[src/sv/pnl_pkg.sv]
package pnl_pkg;

   // Register map
   localparam int unsigned CsrAddrWidth = 3;
   localparam int unsigned CsrDataWidth = 32;
   localparam logic CsrIdxLinkMode  = 1'b0;
   localparam logic CsrIdxSpinLimit = 1'b1;

   localparam logic        LinkModeReset  = 1'b0;
   localparam logic [15:0] SpinLimitReset = 16'd500;

   // Request commands
   localparam logic [1:0] CmdSend    = 2'd0;
   localparam logic [1:0] CmdReceive = 2'd1;
   localparam logic [1:0] CmdSample  = 2'd2;
   localparam logic [1:0] CmdFinish  = 2'd3;

   // Result events
   localparam logic [2:0] EvNone    = 3'd0;
   localparam logic [2:0] EvTxDone  = 3'd1;
   localparam logic [2:0] EvRxDone  = 3'd2;
   localparam logic [2:0] EvTimeout = 3'd3;
   localparam logic [2:0] EvFrameEnd = 3'd4;
   localparam logic [2:0] EvBusy    = 3'd5;

   // Handshake phase, one-hot
   typedef enum logic [4:0] {
      PH_IDLE = 5'b00001,
      PH_TX_A = 5'b00010,
      PH_TX_B = 5'b00100,
      PH_RX_A = 5'b01000,
      PH_RX_B = 5'b10000
   } phase_type;

   // Configuration handed from the register block to the engine
   typedef struct packed {
      logic        link_mode;
      logic [15:0] spin_limit;
   } cfg_type;

   // Nibble encodings, BSD mode
   function automatic logic [7:0] bsd_tx_high(input logic [7:0] b);
      bsd_tx_high = {3'b000, b[7], 1'b1, b[6:4]};
   endfunction

   function automatic logic [7:0] bsd_tx_low(input logic [7:0] b);
      bsd_tx_low = {3'b000, b[3], 1'b0, b[2:0]};
   endfunction

   // Nibble encodings, compatible mode
   function automatic logic [7:0] cmp_tx_high(input logic [7:0] b);
      cmp_tx_high = {4'h0, b[7:4]};
   endfunction

   function automatic logic [7:0] cmp_tx_low(input logic [7:0] b);
      cmp_tx_low = {4'h1, b[3:0]};
   endfunction

   // Reassemble a received byte from its two status samples
   function automatic logic [7:0] bsd_rx(input logic [7:0] s1, input logic [7:0] s2);
      bsd_rx = {~s1[7], s1[5:3], ~s2[7], s2[5:3]};
   endfunction

   function automatic logic [7:0] cmp_rx(input logic [7:0] s1, input logic [7:0] s2);
      cmp_rx = {s2[6:3], s1[6:3]};
   endfunction

endpackage

[src/sv/pnl_csr.sv]
module pnl_csr (
   input  logic                                  clock,
   input  logic                                  reset,
   input  logic                                  csr_psel,
   input  logic                                  csr_penable,
   input  logic                                  csr_pwrite,
   input  logic [pnl_pkg::CsrAddrWidth-1:0]      csr_paddr,
   input  logic [pnl_pkg::CsrDataWidth-1:0]      csr_pwdata,
   output logic [pnl_pkg::CsrDataWidth-1:0]      csr_prdata,
   output logic                                  csr_pready,
   output pnl_pkg::cfg_type                      cfg
);

   pnl_pkg::cfg_type cfg_ff;
   pnl_pkg::cfg_type cfg_in;
   logic             wr_en;

   assign csr_pready = 1'b1;
   assign wr_en      = csr_psel & csr_penable & csr_pwrite & csr_pready;

   // Decode the write
   always_comb begin
      cfg_in = cfg_ff;
      if (wr_en) begin
         unique case (csr_paddr[2])
            pnl_pkg::CsrIdxLinkMode:  cfg_in.link_mode  = csr_pwdata[0];
            pnl_pkg::CsrIdxSpinLimit: cfg_in.spin_limit = csr_pwdata[15:0];
            default:                  cfg_in = cfg_ff;
         endcase
      end
   end

   always_ff @(posedge clock) begin
      if (reset) begin
         cfg_ff.link_mode  <= pnl_pkg::LinkModeReset;
         cfg_ff.spin_limit <= pnl_pkg::SpinLimitReset;
      end else begin
         cfg_ff <= cfg_in;
      end
   end

   // Read back
   always_comb begin
      unique case (csr_paddr[2])
         pnl_pkg::CsrIdxLinkMode:  csr_prdata = {31'd0, cfg_ff.link_mode};
         pnl_pkg::CsrIdxSpinLimit: csr_prdata = {16'd0, cfg_ff.spin_limit};
         default:                  csr_prdata = '0;
      endcase
   end

   assign cfg = cfg_ff;

endmodule

[src/sv/pnl_engine.sv]
module pnl_engine (
   input  logic             clock,
   input  logic             reset,
   input  pnl_pkg::cfg_type cfg,
   input  logic             req_tvalid,
   output logic             req_tready,
   input  logic [15:0]      req_tdata,   // tx_byte[7:0], status_lines[15:8]
   input  logic [1:0]       req_tuser,   // command[1:0]
   output logic             rsp_tvalid,
   input  logic             rsp_tready,
   output logic [23:0]      rsp_tdata    // drive_valid[0], drive_data[8:1],
                                         // event_res[11:9], rx_byte[19:12], zero fill
);

   // Input register
   logic       in_valid_ff, in_valid_in;
   logic [1:0] cmd_ff;
   logic [7:0] txb_ff, st_ff;

   // Link state
   pnl_pkg::phase_type phase_ff, phase_in;
   logic [7:0]  held_ff, held_in;
   logic [7:0]  first_ff, first_in;
   logic [15:0] poll_ff, poll_in;
   logic [7:0]  last_sent_ff, last_sent_in;
   logic        sent_any_ff, sent_any_in;
   logic [7:0]  last_second_ff, last_second_in;
   logic        recv_any_ff, recv_any_in;

   // Result register
   logic        out_valid_ff, out_valid_in;
   logic [23:0] out_data_ff;

   // Step results
   logic        step_dv;
   logic [7:0]  step_dd;
   logic [2:0]  step_ev;
   logic [7:0]  step_rb;
   logic        cmp, shake, ok, ended;
   logic [15:0] poll_dec;
   logic        adv;

   // Handshake: advance when the result slot is free or being drained
   assign adv        = in_valid_ff & (~out_valid_ff | rsp_tready);
   assign req_tready = ~in_valid_ff | adv;

   always_comb begin
      in_valid_in = in_valid_ff;
      if (req_tvalid && req_tready) begin
         in_valid_in = 1'b1;
      end else if (adv) begin
         in_valid_in = 1'b0;
      end
      out_valid_in = out_valid_ff;
      if (adv) begin
         out_valid_in = 1'b1;
      end else if (rsp_tready) begin
         out_valid_in = 1'b0;
      end
   end

   assign cmp      = cfg.link_mode;
   assign shake    = cmp ? st_ff[7] : st_ff[6];
   assign poll_dec = poll_ff - 16'd1;

   // One step of the link handshake
   always_comb begin
      phase_in       = phase_ff;
      held_in        = held_ff;
      first_in       = first_ff;
      poll_in        = poll_ff;
      last_sent_in   = last_sent_ff;
      sent_any_in    = sent_any_ff;
      last_second_in = last_second_ff;
      recv_any_in    = recv_any_ff;
      step_dv        = 1'b0;
      step_dd        = 8'h00;
      step_ev        = pnl_pkg::EvNone;
      step_rb        = 8'h00;
      ok             = 1'b0;
      ended          = 1'b0;

      if (cmd_ff != pnl_pkg::CmdSample) begin
         if (phase_ff != pnl_pkg::PH_IDLE) begin
            step_ev = pnl_pkg::EvBusy;
         end else begin
            case (cmd_ff)
               pnl_pkg::CmdSend: begin
                  held_in      = txb_ff;
                  last_sent_in = txb_ff;
                  sent_any_in  = 1'b1;
                  step_dv      = 1'b1;
                  step_dd      = cmp ? pnl_pkg::cmp_tx_low(txb_ff)
                                     : pnl_pkg::bsd_tx_high(txb_ff);
                  poll_in      = cfg.spin_limit;
                  phase_in     = pnl_pkg::PH_TX_A;
               end
               pnl_pkg::CmdReceive: begin
                  poll_in  = cfg.spin_limit;
                  phase_in = pnl_pkg::PH_RX_A;
               end
               default: begin
                  // Finish: drive the trailer of the last byte sent, or zero in compatible mode
                  step_dv     = 1'b1;
                  step_dd     = cmp ? 8'h00
                                    : (pnl_pkg::bsd_tx_low(sent_any_ff ? last_sent_ff : 8'h00)
                                       ^ 8'h17);
                  sent_any_in = 1'b0;
               end
            endcase
         end
      end else begin
         unique case (phase_ff)
            pnl_pkg::PH_TX_A: begin
               ok = cmp ? ~shake : shake;
               if (ok) begin
                  step_dv  = 1'b1;
                  step_dd  = cmp ? pnl_pkg::cmp_tx_high(held_ff)
                                 : pnl_pkg::bsd_tx_low(held_ff);
                  poll_in  = cfg.spin_limit;
                  phase_in = pnl_pkg::PH_TX_B;
               end
            end
            pnl_pkg::PH_TX_B: begin
               ok = cmp ? shake : ~shake;
               if (ok) begin
                  step_ev  = pnl_pkg::EvTxDone;
                  phase_in = pnl_pkg::PH_IDLE;
               end
            end
            pnl_pkg::PH_RX_A: begin
               ok = cmp ? ~shake : shake;
               if (ok) begin
                  first_in = st_ff;
                  step_dv  = 1'b1;
                  step_dd  = cmp ? 8'h10 : 8'h08;
                  poll_in  = cfg.spin_limit;
                  phase_in = pnl_pkg::PH_RX_B;
               end else if (!cmp && recv_any_ff && (st_ff != last_second_ff) &&
                            (((st_ff ^ 8'hB8) & 8'hF8) == (last_second_ff & 8'hF8))) begin
                  // Trailer marker seen: end of frame
                  ended       = 1'b1;
                  step_ev     = pnl_pkg::EvFrameEnd;
                  recv_any_in = 1'b0;
                  phase_in    = pnl_pkg::PH_IDLE;
               end
            end
            pnl_pkg::PH_RX_B: begin
               ok = cmp ? shake : ~shake;
               if (ok) begin
                  step_rb        = cmp ? pnl_pkg::cmp_rx(first_ff, st_ff)
                                       : pnl_pkg::bsd_rx(first_ff, st_ff);
                  last_second_in = st_ff;
                  recv_any_in    = 1'b1;
                  step_dv        = 1'b1;
                  step_dd        = 8'h00;
                  step_ev        = pnl_pkg::EvRxDone;
                  phase_in       = pnl_pkg::PH_IDLE;
               end
            end
            default: begin
               ok = 1'b1;
            end
         endcase
         // Count down a failed poll; time out on reaching zero
         if (!ok && !ended && (phase_ff != pnl_pkg::PH_IDLE)) begin
            poll_in = poll_dec;
            if (poll_dec == 16'd0) begin
               step_ev     = pnl_pkg::EvTimeout;
               step_dv     = 1'b1;
               step_dd     = 8'h00;
               recv_any_in = 1'b0;
               phase_in    = pnl_pkg::PH_IDLE;
            end
         end
      end
   end

   // Control and link state
   always_ff @(posedge clock) begin
      if (reset) begin
         in_valid_ff    <= 1'b0;
         out_valid_ff   <= 1'b0;
         phase_ff       <= pnl_pkg::PH_IDLE;
         held_ff        <= 8'h00;
         first_ff       <= 8'h00;
         poll_ff        <= 16'd0;
         last_sent_ff   <= 8'h00;
         sent_any_ff    <= 1'b0;
         last_second_ff <= 8'h00;
         recv_any_ff    <= 1'b0;
      end else begin
         in_valid_ff  <= in_valid_in;
         out_valid_ff <= out_valid_in;
         if (adv) begin
            phase_ff       <= phase_in;
            held_ff        <= held_in;
            first_ff       <= first_in;
            poll_ff        <= poll_in;
            last_sent_ff   <= last_sent_in;
            sent_any_ff    <= sent_any_in;
            last_second_ff <= last_second_in;
            recv_any_ff    <= recv_any_in;
         end
      end
   end

   // Payload registers
   always_ff @(posedge clock) begin
      if (req_tvalid && req_tready) begin
         cmd_ff <= req_tuser;
         txb_ff <= req_tdata[7:0];
         st_ff  <= req_tdata[15:8];
      end
      if (adv) begin
         out_data_ff <= {4'h0, step_rb, step_ev, step_dd, step_dv};
      end
   end

   assign rsp_tvalid = out_valid_ff;
   assign rsp_tdata  = out_data_ff;

   // Checks
   a_phase_onehot: assert property (@(posedge clock) disable iff (reset)
      $onehot(phase_ff))
      else $error("phase register not one-hot");

   a_timeout_idle: assert property (@(posedge clock) disable iff (reset)
      (adv && (step_ev == pnl_pkg::EvTimeout)) |=> (phase_ff == pnl_pkg::PH_IDLE))
      else $error("timeout did not return the link to idle");

   a_busy_keeps_phase: assert property (@(posedge clock) disable iff (reset)
      (adv && (step_ev == pnl_pkg::EvBusy)) |=> $stable(phase_ff))
      else $error("rejected request changed the phase");

   a_request_held: assert property (@(posedge clock) disable iff (reset)
      (in_valid_ff && !adv) |=> in_valid_ff)
      else $error("stalled request dropped");

endmodule

[src/sv/parallel_nibble_link_byte_engine_unit.sv]
// Channel   Ports   Direction  Contents
// request   req_*   in         tuser: command; tdata: tx_byte, status_lines
// result    rsp_*   out        tdata: drive_valid, drive_data, event_res, rx_byte
// config    csr_*   in         link_mode at 0x0, spin_limit at 0x4
//
// Each request passes from acceptance into the input register, then through the
// handshake step logic into the result register. One request is accepted every
// cycle unless the result stalls; the link state advances once per request.
// Reset is synchronous and returns the link to idle with registers at defaults.
// A stalled result holds the step logic; requests are taken while the result
// register drains.
module parallel_nibble_link_byte_engine_unit (
   input  logic                               clock,
   input  logic                               reset,
   input  logic                               req_tvalid,
   output logic                               req_tready,
   input  logic [15:0]                        req_tdata,  // tx_byte[7:0], status_lines[15:8]
   input  logic [1:0]                         req_tuser,  // command[1:0]
   output logic                               rsp_tvalid,
   input  logic                               rsp_tready,
   output logic [23:0]                        rsp_tdata,  // drive_valid[0], drive_data[8:1],
                                                          // event_res[11:9], rx_byte[19:12]
   input  logic                               csr_psel,
   input  logic                               csr_penable,
   input  logic                               csr_pwrite,
   input  logic [pnl_pkg::CsrAddrWidth-1:0]   csr_paddr,
   input  logic [pnl_pkg::CsrDataWidth-1:0]   csr_pwdata,
   output logic [pnl_pkg::CsrDataWidth-1:0]   csr_prdata,
   output logic                               csr_pready
);

   pnl_pkg::cfg_type cfg;

   pnl_csr u_csr (
      .clock       (clock),
      .reset       (reset),
      .csr_psel    (csr_psel),
      .csr_penable (csr_penable),
      .csr_pwrite  (csr_pwrite),
      .csr_paddr   (csr_paddr),
      .csr_pwdata  (csr_pwdata),
      .csr_prdata  (csr_prdata),
      .csr_pready  (csr_pready),
      .cfg         (cfg)
   );

   pnl_engine u_engine (
      .clock      (clock),
      .reset      (reset),
      .cfg        (cfg),
      .req_tvalid (req_tvalid),
      .req_tready (req_tready),
      .req_tdata  (req_tdata),
      .req_tuser  (req_tuser),
      .rsp_tvalid (rsp_tvalid),
      .rsp_tready (rsp_tready),
      .rsp_tdata  (rsp_tdata)
   );

endmodule

[config.mk]
export PLATFORM = sky130hd
export DESIGN_NAME = parallel_nibble_link_byte_engine_unit
export DESIGN_NICKNAME = d
export VERILOG_FILES = /design/src/sv/pnl_pkg.sv /design/src/sv/pnl_csr.sv /design/src/sv/pnl_engine.sv /design/src/sv/parallel_nibble_link_byte_engine_unit.sv
export SDC_FILE = /design/constraint.sdc
export NUM_CORES = 1
export LEC_CHECK = 0
export BUFFER_PORTS_ARGS = -buffer_cell sky130_fd_sc_hd__buf_2
export CAP_MARGIN = 0
export CORE_MARGIN = 5
export CORE_UTILIZATION = 49
export CTS_CLUSTER_DIAMETER = 60
export CTS_CLUSTER_SIZE = 10
export DETAILED_ROUTE_END_ITERATION = 16
export GPL_TIMING_DRIVEN = 0
export HOLD_SLACK_MARGIN = 0.02
export PLACE_DENSITY = 0.74
export SYNTH_ARGS = -nofsm -noshare
export SYNTH_HDL_FRONTEND = slang
export SYNTH_SLANG_ARGS = --single-unit
[constraint.sdc]
create_clock -name clock -period 2.9 [get_ports clock]
set_input_delay 0.58 -clock clock [delete_from_list [all_inputs] [get_ports clock]]
set_output_delay 0.58 -clock clock [all_outputs]
set_load 0.01 [all_outputs]
==> results of run 1 <==
-- placed cells by master (no fill, tap or decap), drive strengths merged, types with 3 or more instances in the layout --
| cell type | Yosys | routed |
|---|---|---|
| nor2 | 68 | 68 |
| xnor2 | 5 | 5 |
| nor2b | 6 | 6 |
| nand2b | 12 | 12 |
| or3 | 8 | 8 |
| nand3 | 14 | 14 |
| mux2i | 25 | 25 |
| nand4b | 3 | 3 |
| nor3 | 14 | 14 |
| a21o | 8 | 8 |
| buf | 41 | 121 |
| dfxtp | 60 | 60 |
| clkbuf | 30 | 40 |
| inv | 8 | 9 |
| nor4 | 10 | 10 |
| and3 | 3 | 3 |
| a21oi | 54 | 54 |
| or4b | 3 | 3 |
| a221oi | 4 | 4 |
| nor4b | 4 | 4 |
| a211oi | 3 | 3 |
| o21ai | 33 | 33 |
| or4 | 6 | 6 |
| conb | 2 | 24 |
| and2 | 16 | 16 |
| nand4 | 8 | 8 |
| o31ai | 4 | 4 |
| nand2 | 61 | 61 |
| o211ai | 3 | 3 |
| o31a | 3 | 3 |
| edfxtp | 32 | 32 |
| a31oi | 4 | 4 |
| clkinv | 0 | 3 |
| nand3b | 9 | 9 |
-- area by class of cell --
cell class / count / area [um^2]
clock inverters: 5 / 52.55
fillers: 939 / 4056
plain buffers: 67 / 386.6
multi-input cells: 449 / 2776
well taps: 136 / 170.2
clock buffers: 10 / 127.6
flip-flops and latches: 92 / 2170
inverters: 8 / 35.03
repair buffers: 84 / 456.7
-- metal layers --
metal  vias up  wire (um)
met5         -          0
met4         0        327
met3        33        893
met2       189       7328
met1      2295       5751
li1       2312          -
-- logic make-up after synthesis --
| logic type | after synthesis | share of synthesized area [%] |
|---|---|---|
| compound gates | 140 | 17.23 |
| xor+xnor | 6 | 1.030 |
| fa+ha+maj | 2 | 0.4902 |
| buf+inv | 79 | 8.286 |
| flops | 92 | 42.36 |
| mux | 27 | 5.344 |
| other cells | 2 | 0.1471 |
| simple gates | 250 | 25.10 |
-- flip-flops by register name, indices dropped and copies added, names as in the netlist --
name	count
u_engine.first_ff	5
u_engine.last_second_ff	5
u_engine.recv_any_ff	1
u_engine.cmd_ff	2
u_engine.txb_ff	8
u_engine.held_ff	8
u_engine.st_ff	5
u_engine.rsp_tdata	17
u_engine.phase_ff	5
u_engine.rsp_tvalid	1
u_csr.cfg	17
u_engine.poll_ff	16
u_engine.sent_any_ff	1
u_engine.in_valid_ff	1
-- how the worst max path moves through the flow --
stage	from	endpoint	cells after the start	slack, ps
floorplan	u_engine.poll_ff[0]$_SDFFE_PP0P_	u_engine.rsp_tdata[5]$_DFFE_PP_	12	20
global placement	u_engine.poll_ff[3]$_SDFFE_PP0P_	u_engine.rsp_tdata[5]$_DFFE_PP_	9	-340
detailed placement	u_engine.poll_ff[3]$_SDFFE_PP0P_	u_engine.rsp_tdata[5]$_DFFE_PP_	9	-340
CTS	u_engine.poll_ff[0]$_SDFFE_PP0P_	u_engine.rsp_tdata[2]$_DFFE_PP_	11	-40
global route	u_engine.phase_ff[1]$_SDFFE_PP0P_	u_engine.poll_ff[6]$_SDFFE_PP0P_	8	-60
finish	u_engine.poll_ff[0]$_SDFFE_PP0P_	u_engine.rsp_tdata[2]$_DFFE_PP_	10	50
-- power by group through the flow --
stage	logic (mW)	registers (mW)	clock network [mW]
6_report	0.424	1.41	0.855
5_1_grt	0.462	1.42	0.931
4_1_cts	0.409	1.41	0.866
3_5_place_dp	0.388	1.44	0
3_3_place_gp	0.382	1.44	0
2_1_floorplan	0.266	1.44	0
-- what timing repair did --
item | 4_1_cts | 5_1_grt
setup buffers | 10 | 3
endpoints found under the setup margin | 30 | 31
gates resized for setup | 30 | 16
pin swaps | 10 | 9
gates cloned | 0 | 0
==> summary.txt, run 1 <==
Status
  • Status: finished clean

Critical path
  • CP Cell Sequence: inv_4 -> ha_4 -> buf_6 -> or4b_4 -> o31a_1 -> a2111oi_4 -> nand4_1 -> or4_4 -> nand2_8 -> o31ai_4
  • RR Endpoint: u_engine.rsp_tdata[2]$_DFFE_PP_
  • Crit path capture type: flop
  • Number of buffers and inverters on the critical path: 2
  • Slowest library cell on the worst path: or4_4
  • Crit path largest cell delay: 540 ps
  • Worst reg-to-reg path cell count: 10
  • Launch point of the worst reg-to-reg path: u_engine.poll_ff[0]$_SDFFE_PP0P_
  • Req. time, crit path: 3010 ps
  • CP delay by family, top: simple AND/OR/NAND/NOR gates
  • Worst path arrival time: 2960 ps
  • Worst R2R Setup Slack: around 52 ps
  • Kind of critical path: reg -> reg
  • Nature of the critical path startpoint: flop
  • CP max FO: 7

Timing
  • Slew HR: 42.60%
  • Fin Setup TNS: 0 ps
  • Worst-margin pin slew: 860.1 ps
  • Hold violation count in the final report: 0
  • Final period utilization: 98.22%
  • Clock Skews: 15.85 ps
  • RSZ-0062 raised after global routing: true
  • Max Freq: 351.1 MHz
  • Setup-failing EPs final: 0
  • Slew Viols, Final: 0
  • Post-route setup slack: 51.52 ps
  • Post-route minimum period: 2848 ps
  • Worst hold slack: 378.6 ps

Power
  • Clock Power Share: 31.8%
  • Seq pwr share: 52.5%
  • Tot Pwr: around 2.7 mW
  • Combinational group share of total power: 15.8%
  • Sw frac: 27.98%
  • Int Pwr: 1.939 mW
  • LEAKAGE: roughly 2.4 nW
  • Worst vdd ir: 0.3167 mV
  • Power per cell area: 435.9 nW/um^2
  • Switch Pwr: 753.0 uW

Place
  • Input/output buffers: between 70 and 80
  • Routability Congestion: 0.9377
  • Placed cell areas: 5725 um^2
  • Post-DP HPWL: 10.38 mm
  • Dpl cells: 827
  • DP Worst Slack: -338.0 ps

Logic synthesis
  • Register bit total from synthesis: 92
  • Syn. warnings: 0
  • Register area share after synthesis: 42.36%
  • Synth cell types: 71
  • Mapped Avg Cell Area: 8.535 um^2
  • Most numerous cell in the Yosys netlist: nor2_1
  • Synth top area share: between 20% and 30%
  • Mapped Cells: 598
  • Synth area leaders: dfxtp_1, edfxtp_1, a21oi_1, nor2_1, mux2i_1
  • Most frequent cells after synthesis: nor2_1, dfxtp_1, nand2_1, a21oi_1
  • Most used DFF post-synth: dfxtp_1
  • Most area-hungry cell type in the Yosys netlist: dfxtp_1
  • Asr flop ratio synth: 0%
  • Post-synthesis cell area: 5104 um^2
  • EDFF count, synth: 32

CTS
  • # hold bufs at CTS: 0
  • CTS sink count: 92
  • Max Root-Sink Buffers: 2
  • CTS clock-pin slew for the worst setup and hold paths: 90 ps
  • Clock insertion delay at the later pin of the skew report: 380 ps
  • TritonCTS clock tree: yes
  • CTS root buffer: clkbuf_8
  • TritonCTS buffer count: 9
  • H-tree depth: 3

Min path
  • Hold path cells: 1
  • Hold_sp: req_tuser[1]
  • Hold Crit Class: in -> reg
  • WHS Endpoint: u_engine.cmd_ff[1]$_DFFE_PP_

Global routing
  • Largest net degree at the start of global routing: 21
  • GR Util met3: under 10%
  • First-pass GRT wire length: between 20 and 25 mm
  • Met1 usage: 27.74%
  • Antenna violations before repair: 0
  • Grt ovf: 0
  • Most used routing layer: met2
  • Vias in the first global route: 4809
  • M2 GR Usage: a little under 40%
  • Global-route usage over all layers: ~23%

Job
  • Max_cap viols: 0

Floorplanning
  • Die Height: around 110 um
  • Initial Util: 49.88%
  • Num rows: 37
  • Core Footprint: 10230 um^2
  • I/O Pins: 119
  • Die area: 12560 um^2
  • Die span in x: 112.1 um

Detailed routing
  • Vias per inst: 5.675
  • DR WL/cell: roughly 17 um
  • Drt pass-1 iters: 5
  • Routed vias: 4829
  • Final WL: 14.30 mm
  • DRC Markers: 0
  • Routed Antenna Nets: 0
  • Iteration-0 DRC count of the detailed router: 371

Cells and area
  • Layout Nets: 773
  • Non-Filler Instances: approximately 850
  • Post-layout util: 60.35%
  • Area delta synth->final: 20.99%
  • Ant. Diodes: 0
  • Share of cells above drive strength 1: roughly a quarter
  • Design Area, Final: 6175 um^2
(Power assumes the default switching activity.)
==> inputs of run 2 (changes only) <==
--- a/config.mk
+++ b/config.mk
@@ -7,7 +7,6 @@
 export LEC_CHECK = 0
 export BUFFER_PORTS_ARGS = -buffer_cell sky130_fd_sc_hd__buf_2
 export CAP_MARGIN = 0
-export CORE_MARGIN = 5
 export CORE_UTILIZATION = 49
 export CTS_CLUSTER_DIAMETER = 60
 export CTS_CLUSTER_SIZE = 10
==> summary.txt, run 2 (synthesized netlist as in run 1, its figures left out) <==
Timing
  • Setup-failing EPs final: 4 (+4)
  • Slew Viols, Final: 0 (unchanged)
  • Clock Skews: 12.23 ps (-3.619 ps)
  • Worst hold slack: 363.5 ps (-15.11 ps)
  • Final period utilization: 101.1% (+2.9 points)
  • Slew HR: 39.13% (-3.5 points)
  • Fin Setup TNS: -49.84 ps (-49.84 ps)
  • Worst-margin pin slew: 912.0 ps (+51.91 ps)
  • Post-route setup slack: -31.70 ps (-83.22 ps)
  • Hold violation count in the final report: 0 (unchanged)
  • Post-route minimum period: 2932 ps (+83.22 ps)
  • RSZ-0062 raised after global routing: true
  • Max Freq: 341.1 MHz (-2.8%)

Floorplanning
  • Die area: 10830 um^2 (-14%)
  • Num rows: 36 (-2.7%)
  • Core Footprint: 9955 um^2 (-2.7%)
  • I/O Pins: 119 (unchanged)
  • Die Height: 104.1 um (-7.1%)
  • Initial Util: 51.27% (+1.4 points)
  • Die span in x: 104.1 um (-7.1%)

Detailed routing
  • Routed Antenna Nets: 0 (unchanged)
  • DRC Markers: 0 (unchanged)
  • Final WL: 14.41 mm (+0.75%)
  • Routed vias: 4862 (+0.68%)
  • Drt pass-1 iters: 5 (unchanged)
  • Vias per inst: 5.720 (+0.80%)
  • Iteration-0 DRC count of the detailed router: 289 (-22%)
  • DR WL/cell: 16.95 um (+0.87%)

CTS
  • CTS sink count: 92 (unchanged)
  • CTS clock-pin slew for the worst setup and hold paths: 110 ps (+20 ps)
  • TritonCTS clock tree: yes
  • TritonCTS buffer count: 9 (unchanged)
  • # hold bufs at CTS: 0 (unchanged)
  • Clock insertion delay at the later pin of the skew report: 380 ps (about the same)
  • Max Root-Sink Buffers: 2 (unchanged)
  • CTS root buffer: clkbuf_8
  • H-tree depth: 3 (unchanged)

Cells and area
  • Share of cells above drive strength 1: 25.52% (+1.5 points)
  • Area delta synth->final: 22.43%
  • Ant. Diodes: 0 (unchanged)
  • Most common cell after layout, fill and taps aside: buf_2
  • Multi-input combinational cell area: 2799 um^2 (+0.81%)
  • FILL cells: 884 (-5.9%)
  • Design Area, Final: 6248 um^2 (+1.2%)
  • Layout Nets: 774 (+0.13%)
  • Area occupied by registers: 2171 um^2 (about the same)
  • Most frequent cells in the layout: buf_2, nor2_1, nand2_1

Power
  • Worst vdd ir: 0.3706 mV (+17%)
  • Sw frac: 30.45% (+2.5 points)
  • Clock Power Share: 32.2% (+0.4 points)
  • Switch Pwr: 829.4 uW (+10%)
  • Int Pwr: 1.894 mW (-2.3%)
  • Combinational group share of total power: 15.8% (about the same)
  • Tot Pwr: 2.724 mW (+1.2%)
  • Power per cell area: 435.9 nW/um^2 (about the same)
  • Seq pwr share: 52.0% (-0.5 points)
  • LEAKAGE: 2.383 nW (+1.1%)

Global routing
  • Vias in the first global route: 4652 (-3.3%)
  • Grt ovf: 0 (unchanged)
  • Largest net degree at the start of global routing: 21 (unchanged)
  • Global-route usage over all layers: 26.44% (+3.8 points)
  • Antenna violations before repair: 0 (unchanged)
  • First-pass GRT wire length: 22.67 mm (-2.8%)

Critical path
  • Launch point of the worst reg-to-reg path: u_engine.poll_ff[0]$_SDFFE_PP0P_
  • Req. time, crit path: 3020 ps (about the same)
  • Critical path origin: u_engine.poll_ff[0]$_SDFFE_PP0P_
  • Number of buffers and inverters on the critical path: 2 (unchanged)
  • CP Depth: 9 (-1)
  • CP most frequent cell: or4_4
  • Worst path arrival time: 3050 ps (+90 ps)
  • Worst reg-to-reg path cell count: 9 (-1)
  • CP delay by family, top: simple AND/OR/NAND/NOR gates
  • Kind of critical path: reg -> reg
  • Slowest library cell on the worst path: or4_4
  • CP Cell Sequence: buf_12 -> or4_4 -> o31a_1 -> a311oi_2 -> nand4_1 -> or4_4 -> buf_8 -> nand2_8 -> o21ai_4
  • Nature of the critical path startpoint: flop
  • Crit path capture type: flop
  • CP max FO: 8 (+1)
  • Crit path largest cell delay: 530 ps (about the same)

Min path
  • Hold path cells: 1 (unchanged)
  • Hold_sp: req_tdata[6]
  • Hold Crit Class: in -> reg

Job
  • Max_cap viols: 0 (unchanged)

Place
  • Input/output buffers: 71 (unchanged)
  • Post-DP HPWL: 10.13 mm (-2.4%)
  • Routability Congestion: 0.8983 (-4.2%)
  • DP Worst Slack: -344.8 ps (-6.775 ps)
  • Placed cell areas: 5722 um^2 (about the same)

Status
  • Violated checks: negative setup slack
  • Status: finished, violations left
-- run 2: changes by cell type in the layout (fill, tap and decap cells not counted), sizes merged --
cell,change
clkbuf,-2
bufinv,-1
clkinv,-2
inv,+5
buf,+2
-- run 2: worst paths after layout --
check | end | slack [ps]
max | u_engine.rsp_tdata[5]$_DFFE_PP_ | -30
min reg2reg | u_csr.cfg[1]$_SDFFE_PP0P_ | 480
min | u_engine.txb_ff[6]$_DFFE_PP_ | 360
max reg2reg | u_engine.rsp_tdata[5]$_DFFE_PP_ | -30
-- run 2: power by group through the flow --
stage               logic (mW)  clock network, mW  registers, mW
floorplan                0.266                  0           1.44
global placement         0.383                  0           1.44
detailed placement       0.387                  0           1.44
CTS                      0.403              0.893           1.41
global route             0.467              0.938           1.42
finish                   0.431              0.877           1.41
-- run 2: through the flow --
stage,util [%],instances
after CTS,61.55,849
after detailed placement,57.48,824
final,62.77,850
after global placement,57.48,824
after floorplan,-,620
after global routing,62.77,850
-- run 2: cell type report --
cell class              instances  share of cell area, %
repair buffers                 86                  7.889
clock inverters                 7                  1.181
plain buffers                  66                  6.187
well taps                     133                  2.663
clock buffers                   9                  1.982
inverters                       8                 0.5607
flip-flops and latches         92                  34.74
multi-input cells             449                  44.79
-- run 2: layer usage --
| metal | routed length [um] | vias to the layer above | global-route usage (%) |
|---|---|---|---|
| met5 | 0 | - | 0 |
| met4 | 444 | 0 | 12.14 |
| met3 | 942 | 39 | 4.449 |
| met2 | 7331 | 233 | 48.24 |
| met1 | 5688 | 2270 | 29.99 |
| li1 | - | 2320 | - |
-- run 2: what timing repair did --
action	CTS	global route
setup buffers	12	3
gates resized for setup	30	25
pin swaps	8	13
endpoints found under the setup margin	26	29
